$ cat src/rtl/i2c_master_transaction_sequencer_macros.svh
// assertion macros for the i2c master transaction sequencer
// expects clk and arst_n in the scope of use
`ifndef I2C_MASTER_TRANSACTION_SEQUENCER_MACROS_SVH
`define I2C_MASTER_TRANSACTION_SEQUENCER_MACROS_SVH

// same-cycle implication
`define I2CMTS_ASSERT_NOW(lbl, ante, cons, msg) \
	lbl: assert property (@(posedge clk) disable iff (!arst_n) (ante) |-> (cons)) \
		else $error(msg);

// next-cycle implication
`define I2CMTS_ASSERT_NEXT(lbl, ante, cons, msg) \
	lbl: assert property (@(posedge clk) disable iff (!arst_n) (ante) |=> (cons)) \
		else $error(msg);

`endif

$ cat src/rtl/i2cmts_pkg.sv
// shared types, codes and constants of the i2c master transaction sequencer
// no dependencies
package i2cmts_pkg;

	localparam int WRITE_DEPTH_DEF = 16;
	localparam int READ_DEPTH = 16;
	localparam int CFG_INDEX_W = 2;
	localparam int CFG_DATA_W = 7;

	typedef enum logic [1:0] {
		ACT_LOAD  = 2'd0,
		ACT_START = 2'd1,
		ACT_BUS   = 2'd2,
		ACT_ERROR = 2'd3
	} action_t;

	typedef enum logic [1:0] {
		ST_OK     = 2'd0,
		ST_BUSY   = 2'd1,
		ST_NACK   = 2'd2,
		ST_BUSERR = 2'd3
	} status_t;

	typedef enum logic [1:0] {
		CTL_KEEP    = 2'd0,
		CTL_ENABLE  = 2'd1,
		CTL_DISABLE = 2'd2
	} ctl_t;

	typedef enum logic [CFG_INDEX_W-1:0] {
		CFG_TARGET   = 2'd0,
		CFG_WR_LEN   = 2'd1,
		CFG_RD_LEN   = 2'd2,
		CFG_REP_START = 2'd3
	} cfg_idx_t;

	typedef enum logic [2:0] {
		PH_IDLE  = 3'd0,
		PH_START = 3'd1,
		PH_ADDR  = 3'd2,
		PH_TX    = 3'd3,
		PH_RX    = 3'd4,
		PH_DONE  = 3'd5,
		PH_ERROR = 3'd6
	} phase_t;

	typedef struct packed {
		logic [1:0] action;
		logic [3:0] load_index;
		logic [7:0] load_byte;
		logic       bus_busy;
		logic       flag_start_sent;
		logic       flag_address_acked;
		logic       flag_byte_done;
		logic       flag_tx_empty;
		logic       flag_rx_ready;
		logic [7:0] rx_byte;
		logic       flag_nack;
		logic       flag_bus_error;
	} in_t;

	typedef struct packed {
		logic [1:0] status;
		logic       data_write_valid;
		logic [7:0] data_write_value;
		logic       issue_start;
		logic       issue_stop;
		logic [1:0] ack_control;
		logic [1:0] buffer_irq_control;
		logic [1:0] event_irq_control;
		logic       read_valid;
		logic [3:0] read_index;
		logic [7:0] read_value;
		logic       finished;
	} out_t;

	typedef struct packed {
		logic [6:0] target_address;
		logic [4:0] write_length;
		logic [4:0] read_length;
		logic       restart_en;
	} cfg_t;

	typedef struct packed {
		phase_t     phase;
		logic       active;
		logic [1:0] last_status;
		logic [4:0] sent_count;
		logic [4:0] received_count;
		logic [4:0] remaining_write_length;
	} state_t;

endpackage

$ cat src/rtl/i2c_master_transaction_sequencer.sv
// top level of the i2c master transaction sequencer: config registers,
// input stage, state, write buffer and result register
// depends on i2cmts_pkg, i2cmts_ram, i2cmts_step and the macros header
//
// channel   direction  handshake                  payload
// config    in         cfg_write                  cfg_index, cfg_data
// item      in         item_valid / item_stall    item (in_t)
// result    out        result_valid / result_stall result (out_t)
//
// one item per cycle while item_stall is low; an accepted item passes the input stage,
// then the result register, the input stage giving the registered buffer read time
// reset clears config, state and both valid flags; the buffer holds no reset
// item_stall rises only while both the input stage and result register are full
// and the result side stalls
`include "i2c_master_transaction_sequencer_macros.svh"

module i2c_master_transaction_sequencer #(
	parameter int WRITE_DEPTH = i2cmts_pkg::WRITE_DEPTH_DEF
) (
	input  logic                               clk,
	input  logic                               arst_n,
	input  logic                               cfg_write,
	input  logic [i2cmts_pkg::CFG_INDEX_W-1:0] cfg_index,
	input  logic [i2cmts_pkg::CFG_DATA_W-1:0]  cfg_data,
	input  logic                               item_valid,
	output logic                               item_stall,
	input  i2cmts_pkg::in_t                    item,
	output logic                               result_valid,
	input  logic                               result_stall,
	output i2cmts_pkg::out_t                   result
);
	import i2cmts_pkg::*;

	localparam int AW = (WRITE_DEPTH > 1) ? $clog2(WRITE_DEPTH) : 1;

	cfg_t       cfg_q;
	state_t     st_q;
	state_t     st_next;
	in_t        item_s1;
	logic       valid_s1;
	out_t       res_d;
	out_t       res_q;
	logic       res_valid_q;
	logic       accept;
	logic       s1_go;
	logic [4:0] sc_next;
	logic [8:0] rd_wide;
	logic [8:0] wr_wide;
	logic       buf_we;
	logic [7:0] buf_byte;

	assign item_stall = valid_s1 && res_valid_q && result_stall;
	assign accept = item_valid && !item_stall;
	assign s1_go = valid_s1 && (!res_valid_q || !result_stall);
	assign result_valid = res_valid_q;
	assign result = res_q;

	// config registers
	always_ff @(posedge clk or negedge arst_n) begin
		if (!arst_n) begin
			cfg_q <= '0;
		end else if (cfg_write) begin
			case (cfg_idx_t'(cfg_index))
				CFG_TARGET: cfg_q.target_address <= cfg_data;
				CFG_WR_LEN: cfg_q.write_length <= cfg_data[4:0];
				CFG_RD_LEN: cfg_q.read_length <= cfg_data[4:0];
				CFG_REP_START: cfg_q.restart_en <= cfg_data[0];
				default: begin
				end
			endcase
		end
	end

	// write buffer: loads go in at acceptance, reads prefetch the next send slot
	assign wr_wide = 9'(item.load_index);
	assign buf_we = accept && (item.action == ACT_LOAD) && (wr_wide < 9'(WRITE_DEPTH));
	assign sc_next = s1_go ? st_next.sent_count : st_q.sent_count;
	assign rd_wide = (9'(sc_next) < 9'(WRITE_DEPTH)) ? 9'(sc_next) : '0;

	i2cmts_ram #(
		.WIDTH(8),
		.DEPTH(WRITE_DEPTH),
		.AW(AW)
	) u_buf (
		.clk(clk),
		.we(buf_we),
		.waddr(wr_wide[AW-1:0]),
		.wdata(item.load_byte),
		.re(accept),
		.raddr(rd_wide[AW-1:0]),
		.rdata(buf_byte)
	);

	i2cmts_step #(
		.WRITE_DEPTH(WRITE_DEPTH)
	) u_step (
		.item(item_s1),
		.cfg(cfg_q),
		.st(st_q),
		.buf_byte(buf_byte),
		.res(res_d),
		.st_next(st_next)
	);

	// input stage
	always_ff @(posedge clk or negedge arst_n) begin
		if (!arst_n) begin
			valid_s1 <= 1'b0;
		end else if (accept) begin
			valid_s1 <= 1'b1;
		end else if (s1_go) begin
			valid_s1 <= 1'b0;
		end
	end

	always_ff @(posedge clk) begin
		if (accept) begin
			item_s1 <= item;
		end
	end

	// sequencer state
	always_ff @(posedge clk or negedge arst_n) begin
		if (!arst_n) begin
			st_q <= '{phase: PH_IDLE, last_status: ST_OK, default: '0};
		end else if (s1_go) begin
			st_q <= st_next;
		end
	end

	// result register
	always_ff @(posedge clk or negedge arst_n) begin
		if (!arst_n) begin
			res_valid_q <= 1'b0;
		end else if (s1_go) begin
			res_valid_q <= 1'b1;
		end else if (!result_stall) begin
			res_valid_q <= 1'b0;
		end
	end

	always_ff @(posedge clk) begin
		if (s1_go) begin
			res_q <= res_d;
		end
	end

	`I2CMTS_ASSERT_NOW(a_active_phase, st_q.active, (st_q.phase != PH_IDLE) && (st_q.phase != PH_DONE) && (st_q.phase != PH_ERROR), "active transaction in a resting phase")
	`I2CMTS_ASSERT_NOW(a_sent_bound, 1'b1, 9'(st_q.sent_count) <= 9'(WRITE_DEPTH), "sent count beyond buffer depth")
	`I2CMTS_ASSERT_NOW(a_stall_full, item_stall, valid_s1 && res_valid_q, "input stalled with room to spare")
	`I2CMTS_ASSERT_NEXT(a_stage_moves, s1_go, res_valid_q, "processed item lost before result register")
	`I2CMTS_ASSERT_NOW(a_finish_status, res_valid_q && res_q.finished, res_q.status != ST_BUSY, "finished result carries busy status")

endmodule

$ cat src/rtl/i2cmts_ram.sv
// generic single-port-write ram with registered read
// no dependencies
module i2cmts_ram #(
	parameter int WIDTH = 8,
	parameter int DEPTH = 16,
	parameter int AW = (DEPTH > 1) ? $clog2(DEPTH) : 1
) (
	input  logic             clk,
	input  logic             we,
	input  logic [AW-1:0]    waddr,
	input  logic [WIDTH-1:0] wdata,
	input  logic             re,
	input  logic [AW-1:0]    raddr,
	output logic [WIDTH-1:0] rdata
);

	logic [WIDTH-1:0] mem [DEPTH];

	always_ff @(posedge clk) begin
		if (we) begin
			mem[waddr] <= wdata;
		end
		if (re) begin
			rdata <= mem[raddr];
		end
	end

endmodule

$ cat src/rtl/i2cmts_step.sv
// next-state and result logic for one item of the transaction sequencer
// depends on i2cmts_pkg
module i2cmts_step #(
	parameter int WRITE_DEPTH = i2cmts_pkg::WRITE_DEPTH_DEF
) (
	input  i2cmts_pkg::in_t    item,
	input  i2cmts_pkg::cfg_t   cfg,
	input  i2cmts_pkg::state_t st,
	input  logic [7:0]         buf_byte,
	output i2cmts_pkg::out_t   res,
	output i2cmts_pkg::state_t st_next
);
	import i2cmts_pkg::*;

	logic [4:0] eff_wr;
	logic [4:0] eff_rd;
	logic [4:0] rx_left;
	logic [4:0] rx_inc;
	logic       busy;

	assign eff_wr = (9'(cfg.write_length) > 9'(WRITE_DEPTH)) ? 5'(WRITE_DEPTH)
		: cfg.write_length;
	assign eff_rd = (9'(cfg.read_length) > 9'(READ_DEPTH)) ? 5'(READ_DEPTH)
		: cfg.read_length;
	assign rx_left = eff_rd - st.received_count;
	assign rx_inc = st.received_count + 5'd1;

	always_comb begin
		res = '0;
		st_next = st;
		busy = 1'b0;
		case (action_t'(item.action))
			ACT_LOAD: begin
			end
			ACT_START: begin
				if (st.active || item.bus_busy) begin
					busy = 1'b1;
				end else begin
					st_next.active = 1'b1;
					st_next.remaining_write_length = eff_wr;
					st_next.sent_count = '0;
					st_next.received_count = '0;
					st_next.last_status = ST_OK;
					st_next.phase = PH_START;
					res.event_irq_control = CTL_ENABLE;
					res.issue_start = 1'b1;
				end
			end
			ACT_BUS: begin
				case (st.phase)
					PH_START: begin
						if (item.flag_start_sent) begin
							st_next.phase = PH_ADDR;
							res.data_write_valid = 1'b1;
							res.data_write_value = {cfg.target_address,
								(st.remaining_write_length == '0)};
						end
					end
					PH_ADDR: begin
						if (item.flag_address_acked) begin
							if (st.remaining_write_length != '0) begin
								st_next.phase = PH_TX;
								res.buffer_irq_control = CTL_ENABLE;
								res.data_write_valid = 1'b1;
								res.data_write_value = buf_byte;
								st_next.sent_count = st.sent_count + 5'd1;
							end else if (eff_rd != '0) begin
								st_next.phase = PH_RX;
								res.buffer_irq_control = CTL_ENABLE;
								if (eff_rd == 5'd1) begin
									res.ack_control = CTL_DISABLE;
									res.issue_stop = 1'b1;
								end else begin
									res.ack_control = CTL_ENABLE;
								end
							end else begin
								res.issue_stop = 1'b1;
								res.event_irq_control = CTL_DISABLE;
								st_next.last_status = ST_OK;
								st_next.phase = PH_DONE;
								st_next.active = 1'b0;
								res.finished = 1'b1;
							end
						end
					end
					PH_TX: begin
						if (item.flag_byte_done
							&& st.sent_count >= st.remaining_write_length) begin
							if (cfg.restart_en && eff_rd != '0) begin
								st_next.remaining_write_length = '0;
								st_next.phase = PH_START;
								res.issue_start = 1'b1;
							end else begin
								res.issue_stop = 1'b1;
								res.event_irq_control = CTL_DISABLE;
								st_next.last_status = ST_OK;
								st_next.phase = PH_DONE;
								st_next.active = 1'b0;
								res.finished = 1'b1;
							end
						end else if (item.flag_tx_empty) begin
							if (st.sent_count < st.remaining_write_length) begin
								res.data_write_valid = 1'b1;
								res.data_write_value = buf_byte;
								st_next.sent_count = st.sent_count + 5'd1;
							end else begin
								res.buffer_irq_control = CTL_DISABLE;
							end
						end
					end
					PH_RX: begin
						if (item.flag_rx_ready) begin
							if (eff_rd > st.received_count && rx_left == 5'd2) begin
								res.ack_control = CTL_DISABLE;
								res.issue_stop = 1'b1;
							end
							res.read_valid = 1'b1;
							res.read_index = st.received_count[3:0];
							res.read_value = item.rx_byte;
							st_next.received_count = rx_inc;
							if (rx_inc >= eff_rd) begin
								res.buffer_irq_control = CTL_DISABLE;
								res.event_irq_control = CTL_DISABLE;
								st_next.last_status = ST_OK;
								st_next.phase = PH_DONE;
								st_next.active = 1'b0;
								res.finished = 1'b1;
							end
						end
					end
					default: begin
					end
				endcase
			end
			ACT_ERROR: begin
				if (item.flag_nack) begin
					st_next.last_status = ST_NACK;
				end else if (item.flag_bus_error) begin
					st_next.last_status = ST_BUSERR;
				end
				st_next.phase = PH_ERROR;
				st_next.active = 1'b0;
				res.issue_stop = 1'b1;
				res.buffer_irq_control = CTL_DISABLE;
				res.event_irq_control = CTL_DISABLE;
				res.finished = 1'b1;
			end
			default: begin
			end
		endcase
		res.status = busy ? ST_BUSY : st_next.last_status;
	end

endmodule
$ cat config.mk
export PLATFORM = sky130hd
export DESIGN_NAME = i2c_master_transaction_sequencer
export DESIGN_NICKNAME = d
export VERILOG_FILES = /design/src/rtl/i2cmts_pkg.sv /design/src/rtl/i2c_master_transaction_sequencer.sv /design/src/rtl/i2cmts_ram.sv /design/src/rtl/i2cmts_step.sv
export VERILOG_INCLUDE_DIRS = /design/src /design/src/rtl
export SDC_FILE = /design/constraint.sdc
export NUM_CORES = 1
export LEC_CHECK = 0
export ABC_AREA = 0
export BUFFER_PORTS_ARGS = -buffer_cell sky130_fd_sc_hd__buf_2
export CAP_MARGIN = 15
export CORE_MARGIN = 2
export CORE_UTILIZATION = 55
export CTS_CLUSTER_DIAMETER = 50
export DETAILED_ROUTE_END_ITERATION = 8
export HOLD_SLACK_MARGIN = 0.03
export PLACE_DENSITY = 0.77
export SLEW_MARGIN = 10
export SYNTH_ARGS = -nofsm -noshare
export SYNTH_HDL_FRONTEND = slang
export SYNTH_SLANG_ARGS = --single-unit
$ cat constraint.sdc
create_clock -name clk -period 10.6 [get_ports clk]
set_clock_uncertainty 0.1 [all_clocks]
set_input_delay 0.53 -clock clk [delete_from_list [all_inputs] [get_ports clk]]
set_output_delay 0.53 -clock clk [all_outputs]
set_load 0.02 [all_outputs]
* Word level (Yosys, flattened, before mapping)
Memory sizes are Yosys's and may differ from the RTL's. A register that Yosys moved wholly into a read port is not among the register bits.
Index checks and enable logic that the tools add are counted.
** Word-level totals
- ROM bits :: 0
- Memories :: 1
- Latch bits :: 0
- Bits of input ports :: 44
- RAM bits :: 128
- Bits in registers :: 92
- Word-level logic and storage cells :: 191
- Output and inout port bits :: 35
** Memory list
- u_buf.mem :: words 16, width 8, rd ports 1, clocked after Yosys merged registers in 1, write ports 1, line i2cmts_ram.sv:17 : logic [WIDTH-1:0] mem [DEPTH];
** Cells by class
- Multiplexer cells :: 84
- Divide/modulo/power cells :: 0
- Shift-type cells :: 0
- Multipliers :: 0
- $lt $le $gt $ge :: 8
- $add $sub $neg :: 3
- Bitwise gates (word level) :: 0
- Reduce and logical (&&, ||, !) cells :: 32
- Equality and inequality tests :: 29
** Operators with widths (number)
- two-way mux 5 bit :: 12
- two-way mux 9 bit :: 6
- two-way mux 21 bit :: 2
- one-hot mux 15 bit (2 select lines) :: 1
- one-hot mux 9 bit (3 select lines) :: 1
- two-way mux 2 bit :: 12
- two-way mux 3 bit :: 8
- two-way mux 1 bit :: 21
- two-way mux 6 bit :: 3
- inequality test 3 bit, second input constant :: 6
- one-hot mux 6 bit (3 select lines) :: 1
- two-way mux 4 bit :: 3
- one-hot mux 3 bit (4 select lines) :: 1
- one-hot mux 4 bit (3 select lines) :: 1
- two-way mux 11 bit :: 1
- AND reduction 11 bit :: 1
- adder 5 x 1 -> 5 bit, second input constant :: 2
- greater-or-equal comparator 5 bit :: 2
- greater-than comparator 5 bit, second input constant :: 2
- one-hot mux 5 bit (2 select lines) :: 1
- AND reduction 2 bit :: 5
- nonzero test 5 bit :: 2
- logical AND 1 bit :: 9
- one-hot mux 3 bit (3 select lines) :: 1
- other kinds (32) :: 52

* Depth between registers and ports, before layout
- Depth after elaboration :: 11
- Gate-level depth with buffers :: 13
- Mapped depth without buffers :: 13

* By module
From an unflattened synthesis, not the netlist that was laid out.
** Second synthesis, totals
- Cell total of the unflattened synthesis :: 681
- Area total of the unflattened synthesis :: 10646.5 µm²
** By module, submodules not included
- i2cmts_ram :: sequential area each 4083.9 µm², cells each 229, times used 1, area each 5227.5 µm²
- i2c_master_transaction_sequencer :: sequential area each 2917.8 µm², cells each 168, times used 1, area each 3639.7 µm²
- i2cmts_step :: sequential area each 0.0 µm², cells each 284, times used 1, area each 1779.2 µm²

* Worst setup path before layout
No wires, ideal clock.
- Path kind :: reg-to-reg
- From :: reg res_valid_q, in the netlist result_valid
- To :: reg u_buf.rdata[0] (read register of u_buf.mem), data pin
- Required time :: 10.243 ns
- Clock period less this slack :: 3.910 ns
- Data arrival time :: 3.553 ns
- Library setup time :: 0.257 ns
- Stages on the path, launching flop included :: 10
- Slack :: 6.690 ns
- Buffers on the path :: 1
- Cells stage by stage :: dfrtp_1 a21boi_2 nand3_1 o21a_1 o311ai_1 inv_2 buf_1 a221oi_1 o21ai_0 a32o_1
** Between the ends
- Cells in the longest elaborated chain, start to end :: 6
- Elaborated cells between the ends (all ways) :: 10
- Classes of those cells :: 1 x order compare; 2 x mux; 7 x reduce/logical
** RTL lines
- start: declaration :: line i2c_master_transaction_sequencer.sv:43 : logic res_valid_q;
- start signal: assignment :: line i2c_master_transaction_sequencer.sv:134 : res_valid_q <= 1'b0;
- start signal: assignment :: line i2c_master_transaction_sequencer.sv:136 : res_valid_q <= 1'b1;
- start signal: assignment :: line i2c_master_transaction_sequencer.sv:138 : res_valid_q <= 1'b0;
- logical NOT 1 bit (*) :: line i2c_master_transaction_sequencer.sv:54 : assign s1_go = valid_s1 && (!res_valid_q || !result_stall);
- logical OR 1 bit (*) :: line i2c_master_transaction_sequencer.sv:54
- logical AND 1 bit (*) :: line i2c_master_transaction_sequencer.sv:54
- named net s1_go :: line i2c_master_transaction_sequencer.sv:45 : logic s1_go;
- two-way mux 5 bit (*) :: line i2c_master_transaction_sequencer.sv:77 : assign sc_next = s1_go ? st_next.sent_count : st_q.sent_count;
- less-than comparator 5 bit :: line i2c_master_transaction_sequencer.sv:78 : assign rd_wide = (9'(sc_next) < 9'(WRITE_DEPTH)) ? 9'(sc_next) : '0;
- two-way mux 4 bit (*) :: line i2c_master_transaction_sequencer.sv:78
- end: declaration :: line i2cmts_ram.sv:14 : output logic [WIDTH-1:0] rdata
The timed path passes the listed nets; every way through them passes the cells marked *.
A chain may end at the register's enable or synchronous reset.

* Worst setup path after layout
- From :: reg st_q[10] (netlist bit)
- To :: reg u_buf.rdata[7] (read register of u_buf.mem), data pin
** Between the ends
- Cells in the longest elaborated chain, start to end :: 9
- Elaborated cells between the ends (all ways) :: 15
- Classes of those cells :: 1 x add/sub; 3 x order compare; 10 x mux; 1 x reduce/logical
** RTL lines
- start: declaration :: line i2c_master_transaction_sequencer.sv:37 : state_t st_q;
- start signal: assignment :: line i2c_master_transaction_sequencer.sv:127 : st_q <= st_next;
- adder 5 x 1 -> 5 bit / less-than comparator 5 bit (equally long branches) :: line i2cmts_step.sv:66, i2cmts_step.sv:105, i2cmts_step.sv:102
- two-way mux 5 bit :: line i2cmts_step.sv:102 : if (st.sent_count < st.remaining_write_length) begin
- two-way mux 5 bit :: line i2cmts_step.sv:101 : end else if (item.flag_tx_empty) begin
- two-way mux 5 bit :: line i2cmts_step.sv:87 : if (item.flag_byte_done
- one-hot mux 5 bit (2 select lines) :: line i2cmts_step.sv:50 : case (st.phase)
- one-hot mux 15 bit (2 select lines) :: line i2cmts_step.sv:32 : case (action_t'(item.action))
- two-way mux 5 bit (*) :: line i2c_master_transaction_sequencer.sv:77
- less-than comparator 5 bit :: line i2c_master_transaction_sequencer.sv:78
- two-way mux 4 bit (*) :: line i2c_master_transaction_sequencer.sv:78
Every way passes the cells marked *; elsewhere a longest branch is shown, timed or not. The select of a mux whose other input is x is not followed.

==> metrics.yaml <==
status: "finished clean"
ctsHoldBuffers: 0
clk_pin_slew_ns: 0.06
grt_pass1_wl_um: 35100
total_leakage_power_nw: 4.25
crit_path_max_fanout: 36
synth_edf_count: 187
use_met3_pct: 4.16
avgSynthCellArea_um2: 14.1
clock-sinks: 228
vias: 6357
slew_violations: 0
synthDominantCellAreaShare_pct: 56.6
slowest_delay_ns: 0.83
post-route-cell-area_um2: 11300
fillCellCount: 1306
ys_seq_area_share_pct: 66.9
finalSetupViolCount: 0
hold_viol: 0
r2r.worst_path.cells: 12
r2r-end: "u_buf.rdata[7]"
max-slew-margin-rel_pct: 22.8
grt_antenna_before_repair: 0
synth_cells: 702
worst_skew_pair.late_latency_ns: 0.52
core-area_um2: 17800
syn-num-nets: 768
cp.depth: 12
tightest_slew_ns: 1.16
start_util_pct: 55.6
ir_worst_vdd_v: 0.000151
powerDensity_nw_per_um2: 187
grt_overflow_total: 0
grt_start_max_net_pins: 42
max_cap_viol_count: 0
cp-endpoint: "u_buf.rdata[7]"
final_nets: 858
grtUsageMet2_pct: 38.1
drt-initial-drc-count: 579
first_pass_iters: 5
h-tree-depth: 1
dp_hpwl_um: 14900
numCtsBuffers: 26
r2r_setup_slack_ns: 6.27
totalPowerFinal_mw: 2.12
startpoint_type: "flop"
wirelength_um: 21800
grt_pass1_vias: 6425
worst-path-buf-inv: 2
min_period_ns: 4.33
gp_congestion: 0.920
drcViolationCount: 0
clockRootBuffer: "clkbuf_16"
postCtsResizedCells: 0
ys_seq_elements: 228
post_cts_buffers: 0
io_buffers: 78
viasPerCell: 6.11
syn2layout_area_growth_pct: 14.1
rsz0062_at_grt: "no"
ys.flop_type: "edfxtp_1"
detail-route-antenna-nets: 0
endpoint_kind: "flop"
place_ws_ns: 6.27
diodes: 0
syn_area_um2: 9920
track_usage_pct: 23.0
place_area_um2: 10500
layout-drive-gt1-share_pct: 21.8
cts_buffer_depth: 3
dp.cells: 992
path_cells: "inv_1 > ha_1 > a21boi_0 > o2111ai_2 > o22ai_2 > o21ai_2 > a22oi_4 > buf_4 > a21o_1 > a22oi_1 > a21oi_1 > a32o_1"
worstSetupStartpoint: "st_q[10]"
critical_path_class: "reg2reg"
synth.largest_area_cell: "edfxtp_1"
rows: 49
ioPinCount: 79
clock.fmax_mhz: 231
top_usage_layer: "met2"
r2r-start: "st_q[10]"
cts_tree: "done"
ys.warnings.count: 0
use_met1_pct: 31.0
setup_slack_ns: 6.27
wl_per_cell_um: 20.9
async_reset_ff_share_pct: 18.0
min_path_type: "in2async"
yosys-top-cells-area: "edfxtp_1 (57%), dfrtp_1 (10%), mux2_2 (3.5%)"
worstPathRequired_ns: 10.89
die_h_um: 138
yosysUniqueCellTypes: 71
timing.final.crit_share_pct: 40.8
dieWidth_um: 138
fin_tns_setup_ns: 0
crit_family: "compound AO/OA/AOI/OAI gates"
crit_path_top_delay_cell: "a21o_1"
dieArea_um2: 19100
layoutNonFillerInstCount: 1041
crit_arrival_ns: 4.62
-- power breakdown --
part           switching [mW]  total [mW]  leakage [nW]  internal, mW
clock                   0.352       0.820         0.373         0.468
sequential             0.0322        1.05          2.25          1.02
combinational           0.152       0.248          1.63        0.0965
-- layout make-up --
cell class / instances / area (um2) / area share (%)
Timing Repair Buffer: 90 / 475 / 4.20
Clock inverter: 10 / 85.1 / 0.752
Sequential cell: 228 / 6640 / 58.7
Clock buffer: 38 / 706 / 6.23
Inverter: 27 / 101 / 0.895
Multi-Input combinational cell: 419 / 3020 / 26.7
Tap cell: 229 / 287 / 2.53
-- Yosys cell counts (3+ instances only) --
cell type / count
edfxtp_1: 187
dfrtp_1: 41
nor2_1: 40
o21ai_0: 40
nand2_1: 38
a21oi_1: 32
mux2_2: 31
inv_1: 26
ha_1: 21
nand3_1: 21
a221oi_1: 15
a22oi_1: 15
nor3_1: 14
clkbuf_1: 12
mux2i_1: 12
and2_1: 11
mux2_1: 11
a221o_1: 7
a32o_1: 7
buf_6: 7
nand2b_1: 7
o21ai_1: 7
a21o_1: 6
nand3b_1: 5
nand4_1: 5
o21bai_1: 5
nor2b_1: 4
xnor2_1: 4
a22o_1: 3
and3_1: 3
buf_1: 3
buf_2: 3
buf_4: 3
mux2_4: 3
nor3b_1: 3
o211ai_1: 3
o21a_1: 3
or3_1: 3
-- per-stage QoR --
stage                     utilization, %  hold slack, ns
after global routing                63.4          0.0693
after floorplan                        -           0.134
after global placement              58.9           0.364
after CTS                           63.4          0.0682
after detailed placement            59.0           0.397
final                               63.4          0.0394
-- cells by family (layout without fill, tap and decap cells) --
family / after synthesis / in the layout / share of synthesized area (%)
flip-flops: 228 / 228 / 66.9
AND/OR/NAND/NOR: 168 / 168 / 8.60
AO/OA/AOI/OAI: 166 / 166 / 11.9
multiplexers: 57 / 57 / 6.43
buffers and inverters: 55 / 165 / 2.76
adder cells (fa/ha/maj): 22 / 22 / 2.85
XOR/XNOR: 6 / 6 / 0.530
-- routing by layer --
layer	up-vias	part of all wire, %
met4	0	3.5
li1	2898	-
met5	-	0
met2	334	48
met3	58	7.9
met1	3067	41
-- flip-flops by register name (all words and copies together) (netlist names) --
name,count
u_buf.mem,128
item_s1,18
result_valid,1
st_q,21
result,33
u_buf.rdata,8
cfg_q,18
valid_s1,1
-- cells in the final DEF (no fill, tap or decap), types with 4 or more instances in the layout --
master,netlist,routed
nor2b_1,4,4
edfxtp_1,187,187
and2_1,11,11
nand4_1,5,5
a21o_1,6,6
a21oi_1,32,32
clkbuf_1,12,11
nand3b_1,5,5
nor3_1,14,14
ha_1,21,21
o21ai_1,7,7
nor2_1,40,40
a32o_1,7,7
a221oi_1,15,15
o21ai_0,40,40
buf_4,3,10
mux2_1,11,11
nand3_1,21,21
inv_1,26,26
buf_2,3,80
a22oi_1,15,15
clkbuf_16,0,26
dfrtp_1,41,41
nand2_1,38,38
mux2_2,31,31
nand2b_1,7,7
a221o_1,7,7
mux2i_1,12,12
o21bai_1,5,5
xnor2_1,4,4
-- worst min-delay path by stage --
stage	slack (ns)	depth (start not counted)	from	end
4_1_cts	0.07	1	item[10]	item_s1[10]
3_5_place_dp	0.40	1	cfg_q[6]	cfg_q[6]
5_1_grt	0.07	1	item[13]	item_s1[13]
3_3_place_gp	0.36	1	valid_s1	result_valid
6_report	0.04	1	arst_n	st_q[6]
2_1_floorplan	0.13	0	arst_n	cfg_q[0]
Note: power is estimated with default switching activity, not from simulation.
